### src/cit_pkg.sv
// cit_pkg: shared types and constants for the cue index track range block
// used by cit_track_state and cue_index_track_range

package cit_pkg;

    // frame position width kept in state, 20 to 32
    localparam int FRAME_BITS = 24;

    localparam int OPCODE_W = 3;
    localparam int POS_W    = 24;
    localparam int LEN_W    = 28;
    localparam int ORD_W    = 16;
    localparam int GAP_W    = 2;

    // output word: start, end, length, ordinal, padded to whole bytes
    localparam int OUT_FIELDS_W = 2 * POS_W + LEN_W + ORD_W;
    localparam int OUT_DATA_W   = ((OUT_FIELDS_W + 7) / 8) * 8;
    localparam int OUT_USER_W   = 2;

    // length arithmetic: len = 13*d + d/3, d/3 by reciprocal multiply
    localparam int          RECIP_W     = 32;
    localparam logic [31:0] RECIP3      = 32'hAAAA_AAAB;
    localparam int          RECIP_SHIFT = 33;
    localparam int          LEN_CALC_W  = (FRAME_BITS + 5 > LEN_W + 1) ?
                                          FRAME_BITS + 5 : LEN_W + 1;

    localparam logic [ORD_W-1:0] ORD_MAX = {ORD_W{1'b1}};
    localparam logic [LEN_W-1:0] LEN_MAX = {LEN_W{1'b1}};

    typedef enum logic [OPCODE_W-1:0] {
        OP_FILE   = 3'd0,
        OP_TRACK  = 3'd1,
        OP_INDEX0 = 3'd2,
        OP_INDEX  = 3'd3,
        OP_END    = 3'd4
    } op_t;

    typedef enum logic [GAP_W-1:0] {
        GAP_PREV       = 2'd0,
        GAP_KEEP_FIRST = 2'd1,
        GAP_CURRENT    = 2'd2,
        GAP_SKIP       = 2'd3
    } gap_mode_t;

    typedef struct packed {
        logic [POS_W-1:0]      start_pos;
        logic [POS_W-1:0]      end_pos;
        logic                  open_end;
        logic                  invalid;
        logic [FRAME_BITS-1:0] diff;
        logic [ORD_W-1:0]      ordinal;
    } range_t;

endpackage

### src/cit_track_state.sv
// cit_track_state: cue event state (carried start, pending range, flags,
// range counter) and the range emitted by each event; uses cit_pkg

module cit_track_state (
    input  logic                           aclk,
    input  logic                           aresetn,
    input  logic                           step_en,
    input  logic [cit_pkg::OPCODE_W-1:0]   opcode,
    input  logic [cit_pkg::POS_W-1:0]      frame_position,
    input  cit_pkg::gap_mode_t             gap_mode,
    output logic                           emit,
    output cit_pkg::range_t                rng
);

    localparam int FB = cit_pkg::FRAME_BITS;

    logic [FB-1:0]              carried_start_reg, carried_start_next;
    logic                       carried_valid_reg, carried_valid_next;
    logic [FB-1:0]              pending_start_reg, pending_start_next;
    logic                       pending_start_valid_reg, pending_start_valid_next;
    logic [FB-1:0]              pending_end_reg, pending_end_next;
    logic                       pending_end_valid_reg, pending_end_valid_next;
    logic                       awaiting_reg, awaiting_next;
    logic                       emitted_reg, emitted_next;
    logic                       file_open_reg, file_open_next;
    logic [cit_pkg::ORD_W-1:0]  counter_reg, counter_next;

    logic [FB-1:0] v;
    logic [FB-1:0] em_start;
    logic [FB-1:0] em_end;
    logic          em_start_ok;
    logic          em_open;
    logic          bad;

    assign v = FB'(frame_position);

    always_comb begin
        carried_start_next       = carried_start_reg;
        carried_valid_next       = carried_valid_reg;
        pending_start_next       = pending_start_reg;
        pending_start_valid_next = pending_start_valid_reg;
        pending_end_next         = pending_end_reg;
        pending_end_valid_next   = pending_end_valid_reg;
        awaiting_next            = awaiting_reg;
        emitted_next             = emitted_reg;
        file_open_next           = file_open_reg;
        emit        = 1'b0;
        em_start    = carried_start_reg;
        em_start_ok = carried_valid_reg;
        em_end      = '0;
        em_open     = 1'b1;

        unique case (cit_pkg::op_t'(opcode))
            cit_pkg::OP_FILE: begin
                // an open file closes with an open-ended final range
                emit                     = file_open_reg;
                pending_start_next       = '0;
                pending_start_valid_next = 1'b0;
                pending_end_next         = '0;
                pending_end_valid_next   = 1'b0;
                emitted_next             = 1'b0;
                carried_start_next       = '0;
                carried_valid_next       = 1'b0;
                awaiting_next            = 1'b1;
                file_open_next           = 1'b1;
            end
            cit_pkg::OP_TRACK: begin
                pending_start_valid_next = 1'b0;
                pending_end_valid_next   = 1'b0;
                emitted_next             = 1'b0;
            end
            cit_pkg::OP_INDEX0: begin
                if (awaiting_reg) begin
                    if (gap_mode == cit_pkg::GAP_KEEP_FIRST ||
                        gap_mode == cit_pkg::GAP_CURRENT) begin
                        carried_start_next = v;
                        carried_valid_next = 1'b1;
                    end
                end else if (gap_mode == cit_pkg::GAP_SKIP) begin
                    pending_end_next       = v;
                    pending_end_valid_next = 1'b1;
                end else if (gap_mode == cit_pkg::GAP_CURRENT) begin
                    pending_end_next         = v;
                    pending_end_valid_next   = 1'b1;
                    pending_start_next       = carried_start_reg;
                    pending_start_valid_next = carried_valid_reg;
                    carried_start_next       = v;
                    carried_valid_next       = 1'b1;
                end
            end
            cit_pkg::OP_INDEX: begin
                if (awaiting_reg) begin
                    awaiting_next = 1'b0;
                    if (!carried_valid_reg) begin
                        carried_start_next = v;
                        carried_valid_next = 1'b1;
                    end
                end else if (!emitted_reg) begin
                    if (!pending_start_valid_reg) begin
                        pending_start_next       = carried_start_reg;
                        pending_start_valid_next = carried_valid_reg;
                        carried_start_next       = v;
                        carried_valid_next       = 1'b1;
                    end
                    if (!pending_end_valid_reg) begin
                        pending_end_next       = v;
                        pending_end_valid_next = 1'b1;
                    end
                    emitted_next = 1'b1;
                    emit         = 1'b1;
                    em_start     = pending_start_next;
                    em_start_ok  = pending_start_valid_next;
                    em_end       = pending_end_next;
                    em_open      = 1'b0;
                end
            end
            cit_pkg::OP_END: begin
                if (file_open_reg) begin
                    emit                     = 1'b1;
                    pending_start_next       = carried_start_reg;
                    pending_start_valid_next = carried_valid_reg;
                    pending_end_next         = '0;
                    pending_end_valid_next   = 1'b0;
                end
                file_open_next = 1'b0;
            end
            default: begin
            end
        endcase
    end

    always_comb begin
        counter_next = counter_reg;
        if (emit && counter_reg != cit_pkg::ORD_MAX) begin
            counter_next = counter_reg + 1'b1;
        end
    end

    assign bad = !em_start_ok || (!em_open && em_start >= em_end);

    always_comb begin
        rng.start_pos = em_start_ok ? cit_pkg::POS_W'(em_start) : '0;
        rng.end_pos   = em_open ? '0 : cit_pkg::POS_W'(em_end);
        rng.open_end  = em_open;
        rng.invalid   = bad;
        rng.diff      = (em_open || bad) ? '0 : em_end - em_start;
        rng.ordinal   = counter_next;
    end

    always_ff @(posedge aclk) begin
        if (!aresetn) begin
            carried_start_reg       <= '0;
            carried_valid_reg       <= 1'b0;
            pending_start_reg       <= '0;
            pending_start_valid_reg <= 1'b0;
            pending_end_reg         <= '0;
            pending_end_valid_reg   <= 1'b0;
            awaiting_reg            <= 1'b0;
            emitted_reg             <= 1'b0;
            file_open_reg           <= 1'b0;
            counter_reg             <= '0;
        end else if (step_en) begin
            carried_start_reg       <= carried_start_next;
            carried_valid_reg       <= carried_valid_next;
            pending_start_reg       <= pending_start_next;
            pending_start_valid_reg <= pending_start_valid_next;
            pending_end_reg         <= pending_end_next;
            pending_end_valid_reg   <= pending_end_valid_next;
            awaiting_reg            <= awaiting_next;
            emitted_reg             <= emitted_next;
            file_open_reg           <= file_open_next;
            counter_reg             <= counter_next;
        end
    end

endmodule

### src/cue_index_track_range.sv
// cue_index_track_range: turns cue-sheet index events into track ranges
// depends on cit_pkg and cit_track_state
//
// usage:
//   s_ channel carries one event word per handshake: tuser is the opcode
//   (file start, track, index 00, other index, end of sheet), tdata the
//   index position in cd frames. events that close a track give one range
//   word on the m_ channel; other events give none.
//   gap_mode is written through cfg_we/cfg_wdata while the block is idle.
// pipeline and throughput:
//   one event per cycle while s_tready is high. a range word passes two registers:
//   the first holds the emitted range, the second the output word with the length in
//   milliseconds, formed by one 32x32 reciprocal multiply for the /3.
// reset and stalls:
//   aresetn (sync, active low) clears the event state, the range counter,
//   gap_mode and both result stages. while m_tready is low, the two stages
//   fill and s_tready drops only once both hold a word.

module cue_index_track_range (
    input  logic                              aclk,
    input  logic                              aresetn,
    input  logic                              cfg_we,
    input  logic [cit_pkg::GAP_W-1:0]         cfg_wdata,
    input  logic                              s_tvalid,
    output logic                              s_tready,
    // [23:0] frame_position
    input  logic [cit_pkg::POS_W-1:0]         s_tdata,
    // [2:0] opcode
    input  logic [cit_pkg::OPCODE_W-1:0]      s_tuser,
    output logic                              m_tvalid,
    input  logic                              m_tready,
    // [23:0] range_start, [47:24] range_end, [75:48] length_ms,
    // [91:76] track_ordinal, [95:92] zero
    output logic [cit_pkg::OUT_DATA_W-1:0]    m_tdata,
    // [0] open_ended, [1] range_invalid
    output logic [cit_pkg::OUT_USER_W-1:0]    m_tuser
);

    localparam int LW = cit_pkg::LEN_CALC_W;

    cit_pkg::gap_mode_t gap_mode_reg;
    logic               a_valid_reg;
    cit_pkg::range_t    a_range_reg;
    logic               m_valid_reg;
    logic [cit_pkg::OUT_DATA_W-1:0] m_data_reg;
    logic [cit_pkg::OUT_USER_W-1:0] m_user_reg;

    logic            out_adv;
    logic            a_adv;
    logic            s_accept;
    logic            emit;
    cit_pkg::range_t step_range;

    logic [cit_pkg::RECIP_W-1:0]     diff_ext;
    logic [2*cit_pkg::RECIP_W-1:0]   recip_prod;
    logic [LW-1:0]                   third;
    logic [LW-1:0]                   diff_lw;
    logic [LW-1:0]                   len_sum;
    logic [cit_pkg::LEN_W-1:0]       len_ms;

    assign out_adv  = !m_valid_reg || m_tready;
    assign a_adv    = !a_valid_reg || out_adv;
    assign s_tready = a_adv;
    assign s_accept = s_tvalid && a_adv;

    always_ff @(posedge aclk) begin
        if (!aresetn) begin
            gap_mode_reg <= cit_pkg::GAP_PREV;
        end else if (cfg_we) begin
            gap_mode_reg <= cit_pkg::gap_mode_t'(cfg_wdata);
        end
    end

    cit_track_state u_state (
        .aclk           (aclk),
        .aresetn        (aresetn),
        .step_en        (s_accept),
        .opcode         (s_tuser),
        .frame_position (s_tdata),
        .gap_mode       (gap_mode_reg),
        .emit           (emit),
        .rng            (step_range)
    );

    always_ff @(posedge aclk) begin
        if (!aresetn) begin
            a_valid_reg <= 1'b0;
        end else if (a_adv) begin
            a_valid_reg <= s_accept && emit;
        end
    end

    always_ff @(posedge aclk) begin
        if (a_adv && s_accept && emit) begin
            a_range_reg <= step_range;
        end
    end

    // (end - start) * 1000 / 75 = 13*d + floor(d/3)
    assign diff_ext   = cit_pkg::RECIP_W'(a_range_reg.diff);
    assign recip_prod = {{cit_pkg::RECIP_W{1'b0}}, diff_ext} *
                        {{cit_pkg::RECIP_W{1'b0}}, cit_pkg::RECIP3};
    assign third      = LW'(recip_prod >> cit_pkg::RECIP_SHIFT);
    assign diff_lw    = LW'(a_range_reg.diff);
    assign len_sum    = (diff_lw << 3) + (diff_lw << 2) + diff_lw + third;
    assign len_ms     = (len_sum > LW'(cit_pkg::LEN_MAX)) ? cit_pkg::LEN_MAX :
                        cit_pkg::LEN_W'(len_sum);

    always_ff @(posedge aclk) begin
        if (!aresetn) begin
            m_valid_reg <= 1'b0;
        end else if (out_adv) begin
            m_valid_reg <= a_valid_reg;
        end
    end

    always_ff @(posedge aclk) begin
        if (out_adv && a_valid_reg) begin
            m_data_reg <= cit_pkg::OUT_DATA_W'({a_range_reg.ordinal, len_ms,
                                                a_range_reg.end_pos,
                                                a_range_reg.start_pos});
            m_user_reg <= {a_range_reg.invalid, a_range_reg.open_end};
        end
    end

    assign m_tvalid = m_valid_reg;
    assign m_tdata  = m_data_reg;
    assign m_tuser  = m_user_reg;

    // every emitted range has a nonzero ordinal
    assert property (@(posedge aclk) disable iff (!aresetn)
        m_tvalid |-> m_tdata[91:76] != '0)
        else $error("range word with zero ordinal");

    // open-ended ranges carry no end and no length
    assert property (@(posedge aclk) disable iff (!aresetn)
        m_tvalid && m_tuser[0] |-> m_tdata[47:24] == '0 && m_tdata[75:48] == '0)
        else $error("open-ended range with end or length");

    // invalid ranges carry no length
    assert property (@(posedge aclk) disable iff (!aresetn)
        m_tvalid && m_tuser[1] |-> m_tdata[75:48] == '0)
        else $error("invalid range with nonzero length");

    // a held middle-stage word is not overwritten while the output stalls
    assert property (@(posedge aclk) disable iff (!aresetn)
        a_valid_reg && !out_adv |=> a_valid_reg && $stable(a_range_reg))
        else $error("middle stage lost a word under stall");

    // no new event is taken while both stages are full and stalled
    assert property (@(posedge aclk) disable iff (!aresetn)
        a_valid_reg && m_valid_reg && !m_tready |-> !s_tready)
        else $error("input accepted with both stages full");

endmodule

### config.mk
export PLATFORM = sky130hd
export DESIGN_NAME = cue_index_track_range
export DESIGN_NICKNAME = d
export VERILOG_FILES = /design/src/cit_pkg.sv /design/src/cit_track_state.sv /design/src/cue_index_track_range.sv
export SDC_FILE = /design/constraint.sdc
export NUM_CORES = 1
export LEC_CHECK = 0
export BUFFER_PORTS_ARGS = -buffer_cell sky130_fd_sc_hd__buf_2
export CORE_ASPECT_RATIO = 1.1
export CORE_MARGIN = 3
export CORE_UTILIZATION = 30
export CTS_CLUSTER_SIZE = 30
export DETAILED_ROUTE_END_ITERATION = 12
export GPL_TIMING_DRIVEN = 0
export PLACE_DENSITY = 0.46
export SKIP_CTS_REPAIR_TIMING = 1
export SYNTH_ARGS = -nofsm -noshare
export SYNTH_HDL_FRONTEND = slang
export SYNTH_SLANG_ARGS = --single-unit
### constraint.sdc
create_clock -name aclk -period 10.55 [get_ports aclk]
set_clock_uncertainty 0.05 [all_clocks]
set_input_delay 3.165 -clock aclk [delete_from_list [all_inputs] [get_ports aclk]]
set_output_delay 3.165 -clock aclk [all_outputs]
set_load 0.01 [all_outputs]
==> results of run 1 <==
-- cell type report --
| class | instances | area share, % |
|---|---|---|
| Buffer | 55 | 0.897 |
| Clock buffer | 40 | 3.18 |
| Clock inverter | 12 | 0.336 |
| Timing Repair Buffer | 215 | 5.26 |
| Sequential cell | 282 | 28.7 |
| Tap cell | 954 | 4.58 |
| Multi-Input combinational cell | 1455 | 52.3 |
| Inverter | 328 | 4.72 |
-- per-stage QoR --
stage | TNS, ns | setup WS [ns] | area [µm²]
after floorplan | 0 | 1.18 | 22400
after global placement | -48.25 | -1.18 | 24200
after detailed placement | -29.76 | -1.23 | 24400
after CTS | -29.94 | -1.22 | 25300
after global routing | -0.667 | -0.0860 | 26100
final | 0 | 0.479 | 26100
-- layout by cell type, fill, tap and decap left out, drive strengths merged, types with 13 or more instances in the layout --
cell	instances
a21o	50
a21oi	119
a22oi	48
and3	15
buf	231
clkbuf	79
dfxtp	98
edfxtp	184
fa	220
ha	263
inv	328
mux2i	49
nand2	101
nand3	52
nand4	13
nor2	207
nor3	30
o21ai	51
o21bai	16
xnor2	36
xor2	41
-- power by group through the flow --
| stage | clock, mW | combinational (mW) | sequential [mW] |
|---|---|---|---|
| finish | 1.00 | 1.12 | 1.23 |
| CTS | 1.04 | 1.10 | 1.23 |
| global route | 1.08 | 1.27 | 1.23 |
| global placement | 0 | 1.08 | 1.26 |
| detailed placement | 0 | 1.09 | 1.25 |
| floorplan | 0 | 0.798 | 1.25 |
-- worst max-delay path, delay by kind of cell (launching register included) --
family,cells,cell delay [ns]
flip-flops,1,0.55
XOR/XNOR,1,0.23
AO/OA/AOI/OAI,10,2.08
buffers and inverters,9,1.01
AND/OR/NAND/NOR,7,1.06
adder cells (fa/ha/maj),12,4.78
-- kinds of logic (layout without fill, tap and decap cells) --
kind of cell	after synthesis	in the layout	share of synthesized area, %
xor gates and xnor gates	77	77	3.01
buffers and inverters	383	650	6.54
DFF	282	282	33.4
muxes	51	51	2.29
adders and majority gates	483	483	34.4
and+or+nand+nor	481	481	9.71
other	1	4	0.0167
AOI/OAI and AO/OA	359	359	10.6
-- per-layer routing --
layer  vias up  track usage (%)
met5         -                0
met4         0             3.69
met3        63             1.34
met2       244             27.8
met1      7821             18.5
li1       7679                -
-- final timing paths --
check / start / slack [ns] / end / depth (start not counted)
worst max-delay path: a_range_reg[25] / 0.48 / m_tdata[72] / 39
worst min register to register: a_range_reg[63] / 0.37 / m_tdata[45] / 0
worst max register to register: a_range_reg[25] / 0.48 / m_tdata[72] / 39
worst min-delay path: a_range_reg[63] / 0.37 / m_tdata[45] / 0
-- synth_stat cells, types with 5 or more instances --
master,n,area (µm²)
sky130_fd_sc_hd__and3_1,14,87.6
sky130_fd_sc_hd__o21a_1,9,67.6
sky130_fd_sc_hd__o21ai_0,44,220
sky130_fd_sc_hd__a31oi_1,8,50.1
sky130_fd_sc_hd__nand2_1,100,375
sky130_fd_sc_hd__nor2_1,207,777
sky130_fd_sc_hd__nor3_1,30,150
sky130_fd_sc_hd__o31ai_1,6,45.0
sky130_fd_sc_hd__clkbuf_1,39,146
sky130_fd_sc_hd__fa_1,220,4400
sky130_fd_sc_hd__nand3_1,52,260
sky130_fd_sc_hd__o211ai_1,6,45.0
sky130_fd_sc_hd__a21oi_1,114,571
sky130_fd_sc_hd__and4_1,6,52.6
sky130_fd_sc_hd__o21bai_1,16,120
sky130_fd_sc_hd__mux2i_1,49,490
sky130_fd_sc_hd__a21boi_0,5,37.5
sky130_fd_sc_hd__a21o_1,50,375
sky130_fd_sc_hd__a22oi_1,48,360
sky130_fd_sc_hd__nand4_1,13,81.3
sky130_fd_sc_hd__dfxtp_1,98,1960
sky130_fd_sc_hd__o21ai_1,6,30.0
sky130_fd_sc_hd__a211oi_1,9,67.6
sky130_fd_sc_hd__xor2_1,41,359
sky130_fd_sc_hd__inv_1,325,1220
sky130_fd_sc_hd__nand2b_1,11,68.8
sky130_fd_sc_hd__ha_1,263,3290
sky130_fd_sc_hd__xnor2_1,36,315
sky130_fd_sc_hd__edfxtp_1,184,5530
sky130_fd_sc_hd__or3_1,12,75.1
sky130_fd_sc_hd__nor2b_1,12,75.1
sky130_fd_sc_hd__buf_4,6,45.0
sky130_fd_sc_hd__buf_1,6,22.5
==> impl.org, run 1 <==
** Outcome
- The flow ran to the end, and the final reports show no timing, DRC or antenna violations.

** GRT
- Maximum number of pins on one net before global-route repair :: 36
- The initial antenna violation count was 2.
- Vias in the first global route :: 16,600
- Global route total overflow :: 0
- GRT Total Usage :: 14.9%
- The first global-routing pass estimated 91,900 µm of wire.

** CTS
- CTS saw 282 sinks.
- TritonCTS clock tree :: built
- Clock buffers created by TritonCTS :: 28
- Clk buf depth :: 3
- CTS placed an instance of sky130_fd_sc_hd__clkbuf_16 at the clock tree root.
- CTS built an H-tree with a depth of 1.
- Clock transition time at the flip-flop clock pins of the worst setup and hold paths :: 0.06 ns
- Insertion delay to the later sink of the worst-skew pair :: 0.58 ns

** Die
- 134 I/O pins were placed.
- Die height :: 293 µm
- Starting utilization of the core area :: 30.5%
- Die Footprint :: 0.0780 mm²
- The floorplan step defined a core boundary enclosing 0.0735 mm².
- From left edge to right edge, the die measures 267 µm.
- In this run the core area contains 104 standard-cell rows.

** Setup path
- Setup crit end kind :: flop
- Classification of the worst setup path :: flop to flop
- Stage delay of the slowest cell on the critical path :: 0.55 ns
- STA puts the critical path data arrival time at 10.32 ns.
- At the worst endpoint, the required time is 10.79 ns.
- In this run the worst path has a maximum fanout of 10.
- STA classifies the critical path startpoint as a flop.
- Standard cell with the maximum stage delay on the critical path :: sky130_fd_sc_hd__edfxtp_1

** Drt
- Across all layers, the routed design uses 15,800 vias.
- Count of TritonRoute iterations in the first routing pass :: 5
- In the final routed layout, each cell accounts on average for 17.5 µm.
- Metal-1 WL :: 24,500 µm
- Met3 routed WL :: 1730 µm
- For this block, the routed nets add up to 58,300 µm of wire.
- WL met2 :: 30,800 µm
- The detail route stage leaves a number of antenna-violating nets equal to 0.
- After the first detailed-routing iteration, the DRC count stood at 572.
- Via density per instance :: 4.73
- Post-detailed-route DRC marker count :: 0
- Highest routed metal layer :: met4

** Synthesis
- For this run, the leading register cell type out of synthesis is sky130_fd_sc_hd__edfxtp_1.
- FF+latch count, synth :: 282
- After synthesis, the share of flip-flops with an asynchronous set or reset is 0%.
- Counting flops with a built-in enable in the synthesized netlist gives 184.
- After synthesis, flip-flops and latches occupy 33.4% of the total area.
- Yosys printed 0 warnings.
- Syn Area/Cell :: 10.6 µm²
- After synthesis, the netlist uses 73 different library cells.
- Synthesis produced 2,117 cells.
- The mapped netlist covers 0.0224 mm².

** Place
- Inst Count DP :: 3,206
- At the end of routability-driven placement, the weighted congestion stood at 0.862.
- Port Buffers :: 127
- HPWL after DPL :: 47,900 µm

** Power and ir drop
- Net switching is 33.7% of the power.
- IR drop worst, VDD :: 0.124 mV
- The analysis attributes to cell leakage a power of 12.1 nW.
- Clock network fraction of total power :: 29.9%
- Switching component of the power :: 1.13 mW
- Flop pwr share :: 36.7%
- Internal portion of total power :: 2.22 mW
- Combinational share of power :: 33.4%
- Power per Cell Area :: 128 mW/mm²
- Overall power consumption after layout is estimated at 3.34 mW.

** Timing
- Min cycle time layout :: 10.07 ns
- Setup repair after global routing missed its margin :: yes
- Dividing the final minimum period by the clock period gives 95.5%.
- In this run the tightest slew margin relative to its limit is 37.8%.
- Hold Vio Cnt, Final :: 0
- Fmax achieved :: 99.3 MHz
- Across all hold checks on the routed design, the worst slack comes to 0.367 ns.
- The max-slew violation total from the final report is 0.
- Slew at the pin with the worst max-slew slack :: 0.933 ns
- Setup violations remaining at the end of the flow were counted as 0.

** Final layout
- The register with the most flip-flops in the layout has 92 of them.
- Fraction of layout cells with a size suffix above 1 :: 13.9%
- Footprint of the multi-input gates :: 0.0136 mm²
- Final std cells w/o fill :: 3,341
- Post-layout util :: 35.5%
- After filler insertion, the fill cell instance count of the layout stands at 7,404.
- Sequential cell area in the final layout :: 0.00749 mm²
- Antenna Cells :: 0
- Compared with the post-synthesis result, the final layout area differs by 16.4%.
- Net count of the finished layout :: 2,882

** Job
- Maximum capacitance violations :: 0

** Hold path
- HP Class :: flop to flop
Note: power is estimated with default switching activity, not from simulation.
==> inputs of run 2 (changes only) <==
--- a/config.mk
+++ b/config.mk
@@ -5,7 +5,8 @@
 export SDC_FILE = /design/constraint.sdc
 export NUM_CORES = 1
 export LEC_CHECK = 0
-export BUFFER_PORTS_ARGS = -buffer_cell sky130_fd_sc_hd__buf_2
+export ABC_AREA = 1
+export BUFFER_PORTS_ARGS = -buffer_cell sky130_fd_sc_hd__buf_4
 export CORE_ASPECT_RATIO = 1.1
 export CORE_MARGIN = 3
 export CORE_UTILIZATION = 30
==> run 2 against run 1 <==
Net effect:
- cell count increased by 37%
- register-to-register slack improved by 0.26 ns
- count of clock-buffer cells in the layout increased by 6
- die area increased by 16%
- power increased by 27%
- synthesized area increased by 16%
- combinational power increased by 61%
- first-iteration DRC count increased by 110%
==> impl.org, run 2 <==
** Drt
- Highest routed metal layer :: met4
- The final route contains 21,000 vias.
- Detailed router's first-iteration violation count :: 1,183
- Number of nets with antenna violations after routing :: 0
- Post-detailed-route DRC marker count :: 0
- Routed len/inst :: 18.1 µm
- Detailed routing placed a total of 40,500 µm of wire on met2.
- Metal-1 WL :: 36,500 µm
- Summed over all layers, the routed wires come to 82,900 µm.
- Met3 routed WL :: 2980 µm
- Using the TritonRoute via totals, the vias-per-cell ratio works out to 4.57.
- Count of TritonRoute iterations in the first routing pass :: 5

** Synthesis
- Largest area contributor in the synthesized netlist :: sky130_fd_sc_hd__edfxtp_1
- In this run, synthesis inferred 184 flip-flops with an integrated enable.
- Syn Area/Cell :: 8.00 µm²
- Most repeated cell in the gate-level netlist after synthesis :: sky130_fd_sc_hd__inv_1
- Synthesis inferred 282 register bits.
- The cell area that synthesis handed to floorplanning was 0.0260 mm².
- Counting flops with an async set or reset pin after synthesis yields a share of 0%.
- Count of different cell masters after synthesis :: 49
- Yosys attributes the largest share of cell area to sky130_fd_sc_hd__edfxtp_1 (21%), sky130_fd_sc_hd__fa_1 (17%), sky130_fd_sc_hd__ha_1 (13%).
- For this run, the number of Yosys warnings is 0.
- Top cell type's share of synthesized area :: 21.2%
- Most instantiated cells after synthesis :: sky130_fd_sc_hd__inv_1 (682), sky130_fd_sc_hd__nand2_1 (664), sky130_fd_sc_hd__nor2_1 (316), sky130_fd_sc_hd__ha_1 (263), sky130_fd_sc_hd__a21oi_1 (238)
- Gate Count Post-Synth :: 3,250
- Commonest register cell after synthesis :: sky130_fd_sc_hd__edfxtp_1
- Sequential share of the synthesized area :: 28.8%

** GRT
- Entering global routing, the biggest net connects 33 pins.
- First-pass GRT wire length :: 126,000 µm
- Vias in the first global route :: 21,300
- GRT Total Usage :: 18.3%
- Global route total overflow :: 0
- The initial antenna violation count came to 0.

** Setup path
- For the worst setup path, the data required time is 10.77 ns.
- Standard cell with the maximum stage delay on the critical path :: sky130_fd_sc_hd__fa_1
- At the worst endpoint, the arrival time is 10.03 ns.
- Largest fanout on the critical path :: 10
- The worst setup path is captured at a flop.
- Classification of the worst setup path :: flop to flop
- Origin of the worst setup path :: a_range_reg[16]
- Reg2Reg Launch Point :: a_range_reg[16]
- Stage delay of the slowest cell on the critical path :: 0.81 ns
- Startpoint kind of the worst setup timing path :: flop

** Timing
- Worst-case setup margin in the final layout :: 0.738 ns
- Setup repair after global routing left no endpoint under its margin.
- At the pin with the least slew margin, the transition time is 0.905 ns.
- Dividing the final minimum period by the clock period gives 93.0%.
- In this run the tightest slew margin relative to its limit is 39.7%.
- Setup violations remaining at the end of the flow were counted as 0.
- The worst path needs 9.81 ns of the cycle, external delays included.
- Hold Vio Cnt, Final :: 0
- Fmax achieved :: 102 MHz
- The max-slew violation total from the final report came to 0.

** CTS
- Clock Sinks :: 282
- Clock buffers created by TritonCTS :: 35
- Clock transition time at the flip-flop clock pins of the worst setup and hold paths :: 0.06 ns
- TritonCTS built the clock tree.
- Insertion delay to the later sink of the worst-skew pair :: 0.55 ns
- CTS placed an instance of sky130_fd_sc_hd__clkbuf_16 at the clock tree root.
- Clk buf depth :: 3
- H-tree depth :: 2

** Place
- The placed instances occupy a cell area of 0.0286 mm².
- Weighted congestion at the end of routability-driven global placement :: 0.935
- Summed over all nets, the half-perimeter wirelength after detailed placement is 70,100 µm.
- Before CTS, the worst setup slack after placement is 0.620 ns.
- Port Buffers :: 128

** Final layout
- Antenna Cells :: 0
- The register with the most flip-flops in the layout has 92 of them.
- Fraction of layout cells with a size suffix above 1 :: 7.30%
- Top library cells by usage in the layout, fill and taps aside :: sky130_fd_sc_hd__inv_1 (682), sky130_fd_sc_hd__nand2_1 (664), sky130_fd_sc_hd__nor2_1 (315)
- Net count of the finished layout :: 3,942
- Most frequent standard cell in the layout excluding fill and tap cells :: sky130_fd_sc_hd__inv_1
- Summing all flip-flop and latch instances after layout gives 0.00749 mm².
- After filler insertion, the fill cell instance count of the layout stands at 9,106.
- With fillers left out, the area of the finished cells amounts to 0.0297 mm².
- From synthesis to final layout, the design area changed by 14.1%.
- Footprint of the multi-input gates :: 0.0156 mm²

** Die
- The core region is 0.0853 mm².
- Die height :: 315 µm
- After floorplanning, the core was divided into 112 placement rows.
- 134 I/O pins were placed.
- Chip Width :: 287 µm
- The initial utilization of the core area, before any placement, comes to 30.5%.
- Die Footprint :: 0.0903 mm²

** Power and ir drop
- Power comes to 4.24 mW.
- VDD sags by at most 0.107 mV.
- For this design the static power due to leakage is 14.8 nW.
- For this design the ratio of total power to cell area is 143 mW/mm².

** Hold path
- The min-delay analysis places its worst path in the category flop to flop.
- In this run the most critical hold path is launched from a_range_reg[45].

** Job
- Across the run, the number of max-cap violations was 0.

** Outcome
- The flow ran to the end, and the final reports show no timing, DRC or antenna violations.
-- run 2: critical path, delay by kind of cell, from the launching register on --
family,cells,cell delay (ns)
XOR/XNOR,1,0.27
flip-flops,1,0.78
buffers and inverters,10,0.93
AND/OR/NAND/NOR,11,1.34
AO/OA/AOI/OAI,3,0.49
adder cells (fa/ha/maj),12,5.64
-- run 2: cell families after synthesis --
kind of cell | share of synthesized area, %
AO/OA/AOI/OAI | 10.7
XOR/XNOR | 1.48
adder cells (fa/ha/maj) | 29.6
buffers and inverters | 11.3
flip-flops | 28.8
other | 0.0144
AND/OR/NAND/NOR | 18.1
-- run 2: per-stage QoR --
step / TNS [ns] / hold WS [ns] / utilization [%] / cells
6_report: 0 / 0.365 / 34.8 / 4591
2_1_floorplan: 0 / 0.350 / - / 3253
4_1_cts: 0 / 0.353 / 34.8 / 4591
3_3_place_gp: -163.19 / 0.353 / 33.3 / 4521
5_1_grt: 0 / 0.355 / 34.8 / 4591
3_5_place_dp: 0 / 0.355 / 33.5 / 4528
-- run 2: worst paths after layout --
check / end / slack [ns] / depth (start not counted)
setup reg to reg: m_tdata[66] / 0.74 / 37
hold / removal: m_tdata[27] / 0.36 / 0
hold reg to reg: m_tdata[27] / 0.36 / 0
setup / recovery: m_tdata[66] / 0.74 / 37
-- run 2: layer usage --
metal	vias up	global-route usage (%)
li1	10700	-
met1	9820	23.1
met2	388	32.3
met3	114	2.26
met4	0	6.19
met5	-	0
-- run 2: power by group --
part,switching (mW),internal (mW)
clock,0.496,0.676
sequential,0.0244,1.25
combinational,1.19,0.608
-- run 2: cell type report --
class                           instances  area share (%)
Timing Repair Buffer                  135            3.73
Inverter                              691            8.74
Tap cell                             1140            4.80
Buffer                                 71            1.18
Multi-Input combinational cell       2209            52.6
Sequential cell                       282            25.2
Clock buffer                           46            3.26
Clock inverter                         17           0.459
